--- config.mk ---
export PLATFORM = sky130hd
export DESIGN_NAME = cckb_ram
export DESIGN_NICKNAME = d
export VERILOG_FILES = /design/src/rtl/core/clipped_color_key_blitter_assert.svh /design/src/rtl/core/cckb_ram.sv
export SDC_FILE = /design/constraint.sdc
export NUM_CORES = 2
export LEC_CHECK = 0
export BUFFER_PORTS_ARGS = -buffer_cell sky130_fd_sc_hd__buf_2
export CORE_MARGIN = 2
export CORE_UTILIZATION = 65
export CTS_BUF_LIST = sky130_fd_sc_hd__clkbuf_4 sky130_fd_sc_hd__clkbuf_8
export CTS_CLUSTER_DIAMETER = 200
export DETAILED_ROUTE_END_ITERATION = 12
export GPL_TIMING_DRIVEN = 0
export PLACE_DENSITY_LB_ADDON = 0.1
export RECOVER_POWER = 25
export SYNTH_ARGS = -nofsm -noshare
export SYNTH_HDL_FRONTEND = slang
export SYNTH_SLANG_ARGS = --single-unit
export TNS_END_PERCENT = 1
--- constraint.sdc ---
create_clock -name clock -period 3.95 [get_ports clock]
set_input_delay 0.79 -clock clock [delete_from_list [all_inputs] [get_ports clock]]
set_output_delay 0.79 -clock clock [all_outputs]
set_load 0.02 [all_outputs]
--- src/rtl/core/clipped_color_key_blitter_assert.svh ---
// ----------------------------------------------------------------------------
// Assertion macros for the clipped color key blitter
// Short forms for same-cycle and next-cycle implication checks.
// ----------------------------------------------------------------------------
`ifndef CLIPPED_COLOR_KEY_BLITTER_ASSERT_SVH
`define CLIPPED_COLOR_KEY_BLITTER_ASSERT_SVH

// The consequent must hold in the same cycle as the antecedent.
`define CCKB_ASSERT_SAME(label, clk, rst, ante, cons, msg) \
   label: assert property (@(posedge clk) disable iff (rst) (ante) |-> (cons)) \
      else $error(msg);

// The consequent must hold in the cycle after the antecedent.
`define CCKB_ASSERT_NEXT(label, clk, rst, ante, cons, msg) \
   label: assert property (@(posedge clk) disable iff (rst) (ante) |=> (cons)) \
      else $error(msg);

`endif

--- src/rtl/core/cckb_ram.sv ---
`timescale 1ns / 1ps
// ----------------------------------------------------------------------------
// Generic simple dual-port RAM
// One write port and one read port with registered read data.
// ----------------------------------------------------------------------------
module cckb_ram #(
   parameter int WIDTH = 16,
   parameter int DEPTH = 256
) (
   input  logic                     clock,
   input  logic                     wr_en,
   input  logic [$clog2(DEPTH)-1:0] wr_addr,
   input  logic [WIDTH-1:0]         wr_data,
   input  logic                     rd_en,
   input  logic [$clog2(DEPTH)-1:0] rd_addr,
   output logic [WIDTH-1:0]         rd_data
);

   logic [WIDTH-1:0] mem_ff [DEPTH];
   logic [WIDTH-1:0] rd_data_ff;

   always_ff @(posedge clock) begin
      if (wr_en) begin
         mem_ff[wr_addr] <= wr_data;
      end
      if (rd_en) begin
         rd_data_ff <= mem_ff[rd_addr];
      end
   end

   assign rd_data = rd_data_ff;

endmodule

==> metrics.md <==
| Metric | Value |
|---|---|
| Final Setup Violations | `46` |
| Total of max-cap violations | `15` |
| CTS Sinks | `4112` |
| Clk buf depth | `4` |
| Post-Syn Area per Cell | `21.6 µm²` |
| Fin worst setup slack | `-455 ps` |
| DP Worst Slack | `-2530 ps` |
| Register area | `123000 µm²` |
| Min Tclk post-route | `4410 ps` |
| Worst slew margin | `-2.18` |
| Area of the multi-input gates | `33700 µm²` |
| Clock latency on the worst-skew pair | `~1200 ps` |
| YS warnings | `0` |
| Yosys top cell by area | `edfxtp_1` |
| Via count | `86000` |
| Die X | `about 500 µm` |
| Cell Area, Synth | `159000 µm²` |
| Share of the synthesized area in the top cell type | `0.777` |
| Layout cell share with drive strength beyond 1 | `0.306` |
| Chip Height | `498 µm` |
| CTS clock-pin slew for the worst setup and hold paths | `60 ps` |
| Worst IR drop on VDD | `447 µV` |
| Vias per cell | `between 7 and 8` |
| Root buffer cell | `clkbuf_8` |
| Iteration count of the initial detailed-routing pass | `8` |
| CP Data Required Time | `4840 ps` |
| Total track usage | `0.393` |
| Total Nets Final | `8319` |
| DRC Markers | `0` |
| Most used DFF post-synth | `edfxtp_1` |
| Antenna violations before repair | `38` |
| Synth-to-Final Area Change | `13.4%` |
| Worst hold slack | `about 400 ps` |
| Leak Pwr | `57.5 nW` |
| IO Port Bufs | `40` |
| RSZ-0062 raised after global routing | `yes` |
| First-pass GRT wire length | `roughly 660000 µm` |
| #FFs+latches synth | `roughly 4100` |
| Status | `finished with violations` |
| Kind of critical path | `in -> reg` |
| P per Cell Area | `487 nW/µm²` |
| Row count | `181` |
| Non-Filler Instances | `12000` |
| Synthesized instance count | `7360` |
| Num CTS Buffers | `~650` |
| Sequential area share after synthesis | `0.777` |
| Initial core utilization | `0.653` |
| Wirelength, routed | `a little under 500000 µm` |
| Routed WL per cell | `40.7 µm` |
| Synth area leaders | `edfxtp_1 78%, mux4_2 11%, mux2i_1 3.6%` |
| CTS tree | `done` |
| Fillers | `between 10000 and 15000` |
| Total congestion overflow | `0` |
| Worst Hold Class | `in -> reg` |
| Routability congestion estimate | `1.03` |
| Synth cell types | `51` |
| Num ports | `51` |
| Post-synthesis net count | `approximately 7400` |
| Violated checks | `max-capacitance violations, max-slew violations, negative setup slack` |
| EDFF count, synth | `around 4100` |
| Fin crit share | `1.12` |
| Slew Limit Fails | `1147` |
| Least-Margin Pin Slew | `4770 ps` |
| Nature of the critical path endpoint | `register` |
| Number of global-route vias before repair | `83000` |
| Fin. Hold Viols | `0` |
| Post-route ant nets | `0` |
| Most instantiated library cell after synthesis | `edfxtp_1` |
| Post-route clock skew | `53.0 ps` |
| DRT iter0 DRCs | `~15000` |
| Startpoint types | `input port` |
| Core area | `243000 µm²` |
| Fmax | `0.227 GHz` |
| Dpl hpwl | `335000 µm` |
| Die ar. | `248000 µm²` |
| Tot Pwr | `87.7 mW` |
| Setup TNS | `-4300 ps` |
| CP Data Arrival Time | `5300 ps` |
| Commonest cells in the netlist | `4112 x edfxtp_1, 797 x mux4_2, 565 x mux2i_1` |
| Post-synthesis async set-or-reset flop share | `0` |
| Critical Path Fanout Max | `10` |
| Dpl cells | `between 10000 and 15000` |
| Largest net degree at the start of global routing | `141` |
| H-tree levels | `6` |
-- metrics by stage --
step                cell area [µm²]  utilization
CTS                          180000        0.741
global placement             163000        0.670
finish                       180000        0.741
detailed placement           168000        0.691
floorplan                    159000            -
global route                 180000        0.741
-- state kept, by name, indices dropped and copies added, names as in the netlist --
register / count
rd_data: 16
mem_ff: 4096
-- report_power, final --
part           leakage, nW  internal [mW]  total, mW  switching (mW)
sequential            37.0           48.2       48.2          0.0362
combinational         14.3           1.62       5.36            3.74
clock                 6.29           17.6       34.2            16.5
total                 57.5           67.4       87.7            20.3
-- worst paths after layout --
path	startpoint	endpoint	slack, ps	cells past startpoint
worst min-delay path	wr_addr[7]	mem_ff[248][3]	400	3
worst min register to register	mem_ff[216][4]	rd_data[4]	1170	5
worst max-delay path	rd_addr[4]	rd_data[14]	-460	9
worst max register to register	mem_ff[23][8]	rd_data[8]	290	5
-- per-layer routing --
layer  wire [µm]  vias to the layer above  track usage
met5         314                        -            0
met4       29100                       24        0.202
met3       78000                     1210        0.161
met2      211000                     7004        0.555
met1      168000                    44500        0.536
li1            -                    33300            -
-- final cells by class --
class,instances,share of cell area
Sequential cell,4112,0.685
Timing Repair Buffer,275,0.0238
Antenna cell,20,0.000278
Buffer,451,0.0156
Clock buffer,840,0.0577
Clock inverter,264,0.00835
Tap cell,3202,0.0222
Multi-Input combinational cell,2792,0.187
Inverter,4,0.0000833
-- worst max-delay path, stage by stage --
cell	delay [ps]
clkbuf_2	350
inv_1	220
buf_2	530
clkbuf_2	730
clkbuf_1	900
a211oi_1	100
o21ai_0	730
nand3_1	360
nor4_2	570
-- cells in the final DEF (no fill, tap or decap), types with 18 or more instances in the layout --
master       n
a211oi_1    18
a21oi_1    175
a221oi_1    27
a22o_1      32
a22oi_1     43
buf_16      45
buf_2       94
buf_4       33
buf_6       84
buf_8      177
clkbuf_1   183
clkbuf_2    62
clkbuf_4   189
clkbuf_8   655
clkinv_1   158
clkinv_2    57
diode_2     20
edfxtp_1  4112
mux2_2      88
mux2i_1    565
mux4_2     797
nand2_1     38
nand3_1     35
nand4_1     26
nor2_1      48
nor2_2     256
nor3_1      68
nor3_2      23
o21ai_0     32
o221ai_1   248
o22ai_1    148
-- logic make-up (layout without fill, tap and decap cells) --
family | count (synthesis) | in the layout | share of synthesized area
multiplexers | 1450 | 1450 | 0.155
AO/OA/AOI/OAI | 786 | 786 | 0.0353
other | 0 | 20 | 0
buffers and inverters | 456 | 1834 | 0.0169
flip-flops | 4112 | 4112 | 0.777
AND/OR/NAND/NOR | 556 | 556 | 0.0157
-- what timing repair did --
item / in CTS / in global routing
resized for setup: 94 / 27
hold buffers: 3 / 0
endpoints found under the hold margin: 36 / 0
setup buffers: 0 / 0
setup endpoints to repair: 16 / 15
pin swaps: 2 / 0
(Power assumes the default switching activity.)
