==> config.mk <==
export PLATFORM = sky130hd
export DESIGN_NAME = cckb_scan
export DESIGN_NICKNAME = d
export VERILOG_FILES = /design/src/rtl/core/clipped_color_key_blitter_assert.svh /design/src/rtl/core/cckb_pkg.sv /design/src/rtl/core/cckb_scan.sv
export SDC_FILE = /design/constraint.sdc
export NUM_CORES = 1
export LEC_CHECK = 0
export ABC_AREA = 1
export ABC_CLOCK_PERIOD_IN_PS = 2300
export BUFFER_PORTS_ARGS = -buffer_cell sky130_fd_sc_hd__buf_2
export CORE_ASPECT_RATIO = 1.25
export CORE_MARGIN = 10
export CORE_UTILIZATION = 48
export CTS_CLUSTER_DIAMETER = 80
export CTS_CLUSTER_SIZE = 20
export DETAILED_ROUTE_END_ITERATION = 7
export PLACE_DENSITY = 0.76
export SLEW_MARGIN = 20
export SYNTH_ARGS = -nofsm -noshare
export SYNTH_HDL_FRONTEND = slang
export SYNTH_SLANG_ARGS = --single-unit
==> constraint.sdc <==
create_clock -name clock -period 2.3 [get_ports clock]
set_input_delay 0 -clock clock [delete_from_list [all_inputs] [get_ports clock]]
set_output_delay 0 -clock clock [all_outputs]
set_load 0.03 [all_outputs]
==> src/rtl/core/clipped_color_key_blitter_assert.svh <==
// ----------------------------------------------------------------------------
// Assertion macros for the clipped color key blitter
// Short forms for same-cycle and next-cycle implication checks.
// ----------------------------------------------------------------------------
`ifndef CLIPPED_COLOR_KEY_BLITTER_ASSERT_SVH
`define CLIPPED_COLOR_KEY_BLITTER_ASSERT_SVH

// The consequent must hold in the same cycle as the antecedent.
`define CCKB_ASSERT_SAME(label, clk, rst, ante, cons, msg) \
   label: assert property (@(posedge clk) disable iff (rst) (ante) |-> (cons)) \
      else $error(msg);

// The consequent must hold in the cycle after the antecedent.
`define CCKB_ASSERT_NEXT(label, clk, rst, ante, cons, msg) \
   label: assert property (@(posedge clk) disable iff (rst) (ante) |=> (cons)) \
      else $error(msg);

`endif

==> src/rtl/core/cckb_pkg.sv <==
`timescale 1ns / 1ps
// ----------------------------------------------------------------------------
// Clipped color key blitter package
// Frame geometry, field widths, command codes and shared helper functions.
// ----------------------------------------------------------------------------
package cckb_pkg;

   localparam int SCREEN_WIDTH  = 96;
   localparam int SCREEN_HEIGHT = 64;
   localparam int STORE_DEPTH   = SCREEN_WIDTH * SCREEN_HEIGHT;
   localparam int ADDR_W        = $clog2(STORE_DEPTH);
   localparam int COL_W         = $clog2(SCREEN_WIDTH);
   localparam int ROW_W         = $clog2(SCREEN_HEIGHT);

   localparam int PIXEL_W  = 16;
   localparam int NARROW_W = 8;
   localparam int POS_W    = 10;
   localparam int SPAN_W   = 8;
   localparam int KEY_W    = 17;
   // One extra bit holds origin plus scan offset without overflow.
   localparam int COORD_W  = POS_W + 1;

   localparam logic [ADDR_W-1:0] STORE_LAST = ADDR_W'(STORE_DEPTH - 1);

   typedef enum logic [1:0] {
      CMD_FILL  = 2'd0,
      CMD_START = 2'd1,
      CMD_PIXEL = 2'd2,
      CMD_READ  = 2'd3
   } cmd_type;

   typedef struct packed {
      logic start;
      logic step;
   } scan_ctrl_type;

   typedef struct packed {
      logic                      active;
      logic                      last;
      logic signed [COORD_W-1:0] col;
      logic signed [COORD_W-1:0] row;
      logic [KEY_W-1:0]          key;
   } scan_stat_type;

   function automatic logic on_screen(input logic signed [COORD_W-1:0] col,
                                      input logic signed [COORD_W-1:0] row);
      logic col_ok;
      logic row_ok;
      col_ok = !col[COORD_W-1] && (col < $signed(COORD_W'(SCREEN_WIDTH)));
      row_ok = !row[COORD_W-1] && (row < $signed(COORD_W'(SCREEN_HEIGHT)));
      return col_ok && row_ok;
   endfunction

   function automatic logic [ADDR_W-1:0] store_addr(
      input logic signed [COORD_W-1:0] col,
      input logic signed [COORD_W-1:0] row);
      logic [ADDR_W-1:0] base;
      base = ADDR_W'(row[ROW_W-1:0]) * ADDR_W'(SCREEN_WIDTH);
      return base + ADDR_W'(col[COL_W-1:0]);
   endfunction

   function automatic logic signed [COORD_W-1:0] widen_pos(
      input logic signed [POS_W-1:0] pos);
      return {{(COORD_W-POS_W){pos[POS_W-1]}}, pos};
   endfunction

endpackage

==> src/rtl/core/cckb_scan.sv <==
`timescale 1ns / 1ps
// ----------------------------------------------------------------------------
// Sprite scan unit
// Holds the sprite origin, size and key, and walks the row-major scan position.
// ----------------------------------------------------------------------------
module cckb_scan (
   input  logic                              clock,
   input  logic                              reset,
   input  cckb_pkg::scan_ctrl_type           ctrl,
   input  logic signed [cckb_pkg::POS_W-1:0] pos_x,
   input  logic signed [cckb_pkg::POS_W-1:0] pos_y,
   input  logic [cckb_pkg::SPAN_W-1:0]       span_w,
   input  logic [cckb_pkg::SPAN_W-1:0]       span_h,
   input  logic [cckb_pkg::KEY_W-1:0]        key,
   output cckb_pkg::scan_stat_type           stat
);

   logic signed [cckb_pkg::POS_W-1:0] origin_col_ff, origin_row_ff;
   logic [cckb_pkg::SPAN_W-1:0]       span_cols_ff, span_rows_ff;
   logic [cckb_pkg::SPAN_W-1:0]       scan_col_ff, scan_row_ff;
   logic [cckb_pkg::KEY_W-1:0]        key_ff;
   logic                              active_ff;

   logic [cckb_pkg::SPAN_W:0] col_next, row_next;
   logic                      col_last, row_last;

   assign col_next = {1'b0, scan_col_ff} + 1'b1;
   assign row_next = {1'b0, scan_row_ff} + 1'b1;
   assign col_last = col_next >= {1'b0, span_cols_ff};
   assign row_last = row_next >= {1'b0, span_rows_ff};

   always_ff @(posedge clock) begin
      if (reset) begin
         origin_col_ff <= '0;
         origin_row_ff <= '0;
         span_cols_ff  <= '0;
         span_rows_ff  <= '0;
         scan_col_ff   <= '0;
         scan_row_ff   <= '0;
         key_ff        <= '1;
         active_ff     <= 1'b0;
      end else if (ctrl.start) begin
         origin_col_ff <= pos_x;
         origin_row_ff <= pos_y;
         span_cols_ff  <= span_w;
         span_rows_ff  <= span_h;
         key_ff        <= key;
         scan_col_ff   <= '0;
         scan_row_ff   <= '0;
         active_ff     <= (span_w != '0) && (span_h != '0);
      end else if (ctrl.step && active_ff) begin
         // Off-screen and keyed pixels advance the scan just like stored ones.
         if (col_last) begin
            scan_col_ff <= '0;
            if (row_last) begin
               scan_row_ff <= '0;
               active_ff   <= 1'b0;
            end else begin
               scan_row_ff <= row_next[cckb_pkg::SPAN_W-1:0];
            end
         end else begin
            scan_col_ff <= col_next[cckb_pkg::SPAN_W-1:0];
         end
      end
   end

   always_comb begin
      stat.active = active_ff;
      stat.last   = col_last && row_last;
      stat.col    = cckb_pkg::widen_pos(origin_col_ff)
                    + $signed({{(cckb_pkg::COORD_W-cckb_pkg::SPAN_W){1'b0}}, scan_col_ff});
      stat.row    = cckb_pkg::widen_pos(origin_row_ff)
                    + $signed({{(cckb_pkg::COORD_W-cckb_pkg::SPAN_W){1'b0}}, scan_row_ff});
      stat.key    = key_ff;
   end

endmodule

==> impl_metrics.yaml <==
outcome:
  outcome: "finished with violations"
  violations: "setup timing"
final_layout:
  final_nets: 807
  antenna_cells: 0
  regArea_sq_um: 1420
  drive_gt1_frac: 0.312
  stdcell_area_sq_um: 5800
  fillers: 555
  area_delta_synth_final_pct: 48.7
  multi_input_area_sq_um: 2540
placement:
  io_buffers: 97
  hpwl_mm: 7.87
  routabilityCongestion: 0.910
  postPlaceCellArea_sq_um: 4560
  pre_cts_ws_ps: -48.7
critical_path:
  crit_top_cell: "inv_2"
  crit_start: "scan_row_ff[3]"
  arrival_ps: 2420
  worst_path_max_delay_cell: "dfxtp_2"
  crit_type: "register to output pin"
  worst-path-max-fanout: 4
  path_cells: "inv_2 > nor2_4 > inv_2 > nor2_2 > nand2_1 > xor2_1 > inv_1 > ha_4 > nand4_1 > nor3_2 > nand2_1 > nand3_4 > nand2_2 > inv_2 > buf_6"
  reg2reg_from: "scan_row_ff[1]"
  worstSetupEndpointType: "output pin"
  crit_required_ps: 2300
  worstSetupStartpointType: "register"
  cpPeakStageDelay_ps: 370
sta:
  worst_slack_ps: -120
  rsz0062_at_grt: "yes"
  max_freq_ghz: 0.413
  fin_tns_setup_ps: -680
  setup_viol: 9
  slew_violations: 0
  holdWs_ps: 8.84
  min_period_over_period: 1.05
  fin_crit_ps: 2420
  fin_skew_ps: 11.7
  relSlewSlack: 0.568
  finalHoldViolCount: 0
  worst_pin_slew_ps: 646
yosys:
  synth_top_area_cell: "dfxtp_1"
  syn_area_per_cell_sq_um: 7.29
  ys_async_sr_fraction: 0
  ys_seq_elements: 70
  netlist_instances: 535
  yosysMostFrequentCell: "nand2_1"
  synth.net_count: 628
  synthTopCellsByArea: "dfxtp_1, ha_1, nand2_1"
  synth_common_cells: "nand2_1, dfxtp_1, nor2_1, inv_1, a21oi_1"
  synth-edff-count: 0
  synth_flop_cell: "dfxtp_1"
  yosysWarnings: 0
  netlist.area_leader.share: 0.359
  ys_types: 32
  syn_area_sq_um: 3900
  yosysSeqAreaShare: 0.359
clock_network:
  clockRootBuffer: "clkbuf_8"
  path_clk_slew_ps: 80
  cts_buffers: 9
  clkSinkCount: 70
  clock_latency_ps: 340
  cts_buffer_depth: 2
  h-tree-depth: 3
  cts_tree: "done"
floorplan:
  die_area_sq_um: 12200
  fp.dieW_um: 101
  initial_utilization: 0.495
  die_y_um: 121
  num_io_pins: 98
  fp-row-count: 36
  core-area_sq_um: 7880
power:
  ir_worst_vdd_mv: 0.391
  intPower_mw: 2.16
  switchingPower_mw: 0.839
  seqPwrFrac: 0.437
  pwr-share-comb: 0.198
  p_leak_nw: 2.81
  pwr-share-clk: 0.365
  powerDensity_nw_per_um2: 517
  swShare: 0.280
grt:
  grt_pass1_vias: 4190
  antenna_found_initial: 0
  grt_start_max_net_pins: 28
  grt_overflow: 0
  gr-usage-all-layers: 0.196
  grt_pass1_wl_mm: 19.8
route:
  vias: 4192
  drt-pass1-iter-count: 5
  ant_nets: 0
  initialDrtViolationCount: 204
  drt-total-wl_mm: 12.2
  post_drt_wl_per_cell_um: 15.0
  drc: 0
  viasPerCell: 5.15
run:
  cap_violations: 0
hold_path:
  min_from: "pos_x[1]"
  holdCritPathClass: "primary input to register"
## state kept, by name, summed over array words and instances (netlist names)
| name | flops |
|---|---|
| key_ff | 17 |
| active_ff | 1 |
| origin_col_ff | 10 |
| scan_col_ff | 8 |
| span_rows_ff | 8 |
| origin_row_ff | 10 |
| span_cols_ff | 8 |
| scan_row_ff | 8 |
## metal layers
metal | global-route usage | vias to the layer above | share of wire
met5 | 0 | - | 0
met1 | 0.219 | 1904 | 0.40
li1 | - | 2102 | -
met2 | 0.333 | 160 | 0.50
met4 | 0.0708 | 0 | 0.022
met3 | 0.0684 | 26 | 0.085
## worst max-delay path: cells and delay by family (launching register included)
| kind | cells | cell delay (ps) |
|---|---|---|
| flops | 1 | 370 |
| simple gates | 8 | 790 |
| buf+inv | 5 | 440 |
| fa+ha+maj | 1 | 300 |
| xor+xnor | 1 | 180 |
## power groups by stage
stage          registers, mW  logic [mW]  clock network [mW]
5_1_grt                 1.32       0.658                1.17
6_report                1.31       0.593                1.09
3_3_place_gp            1.34       0.463                   0
2_1_floorplan           1.37       0.277                   0
4_1_cts                 1.31       0.566                1.11
3_5_place_dp            1.34       0.476                   0
## final timing paths
check / cells past startpoint / slack [ps] / endpoint
min: 3 / 9 / origin_col_ff[1]
max: 15 / -120 / stat[39]
max reg2reg: 14 / -120 / scan_row_ff[4]
min reg2reg: 2 / 460 / key_ff[7]
## through the flow
stage                      util  power, mW  std cells
after global routing      0.736       3.15        814
final                     0.736       3.00        814
after CTS                 0.697       2.98        807
after global placement    0.578       1.80        726
after detailed placement  0.578       1.82        726
after floorplan               -       1.65        535
## cell usage in the layout (no fill, tap or decap), types with 4 or more instances in the layout
master         count
dfxtp_4            4
nand3_2            7
nor2_2             8
nor2_1            53
xor2_1            17
dfxtp_1           61
a21o_1             4
xnor2_1            6
buf_4             38
o21ai_2            4
nand3_1           25
inv_2              7
a21oi_1           42
clkbuf_8          10
a21oi_2            4
nor2_4             6
ha_1              24
nand2_2            8
ha_4              10
inv_1             47
o21ai_0           38
dfxtp_2            5
nand2_1          109
buf_2             92
dlygate4sd3_1     52
## cell type report
cell class	count	area share
Multi-Input combinational cell	393	0.437
Clock inverter	4	0.0121
Clock buffer	12	0.0250
Inverter	55	0.0356
Tap cell	95	0.0205
Timing Repair Buffer	185	0.224
Sequential cell	70	0.245
## repair_timing
item | in CTS | in global routing
hold buffers | 52 | 0
endpoints found under the hold margin | 52 | 0
resized for setup | 27 | 62
pin swaps | 19 | 29
endpoints found under the setup margin | 15 | 27
buffers inserted | 13 | 7
## kinds of logic after synthesis
family	after synthesis	share of synthesized area
xor gates and xnor gates	27	0.0606
buffers and inverters	72	0.0703
AOI/OAI and AO/OA	100	0.136
adders and majority gates	36	0.119
and+or+nand+nor	230	0.255
DFF	70	0.359
(Power assumes the default switching activity.)
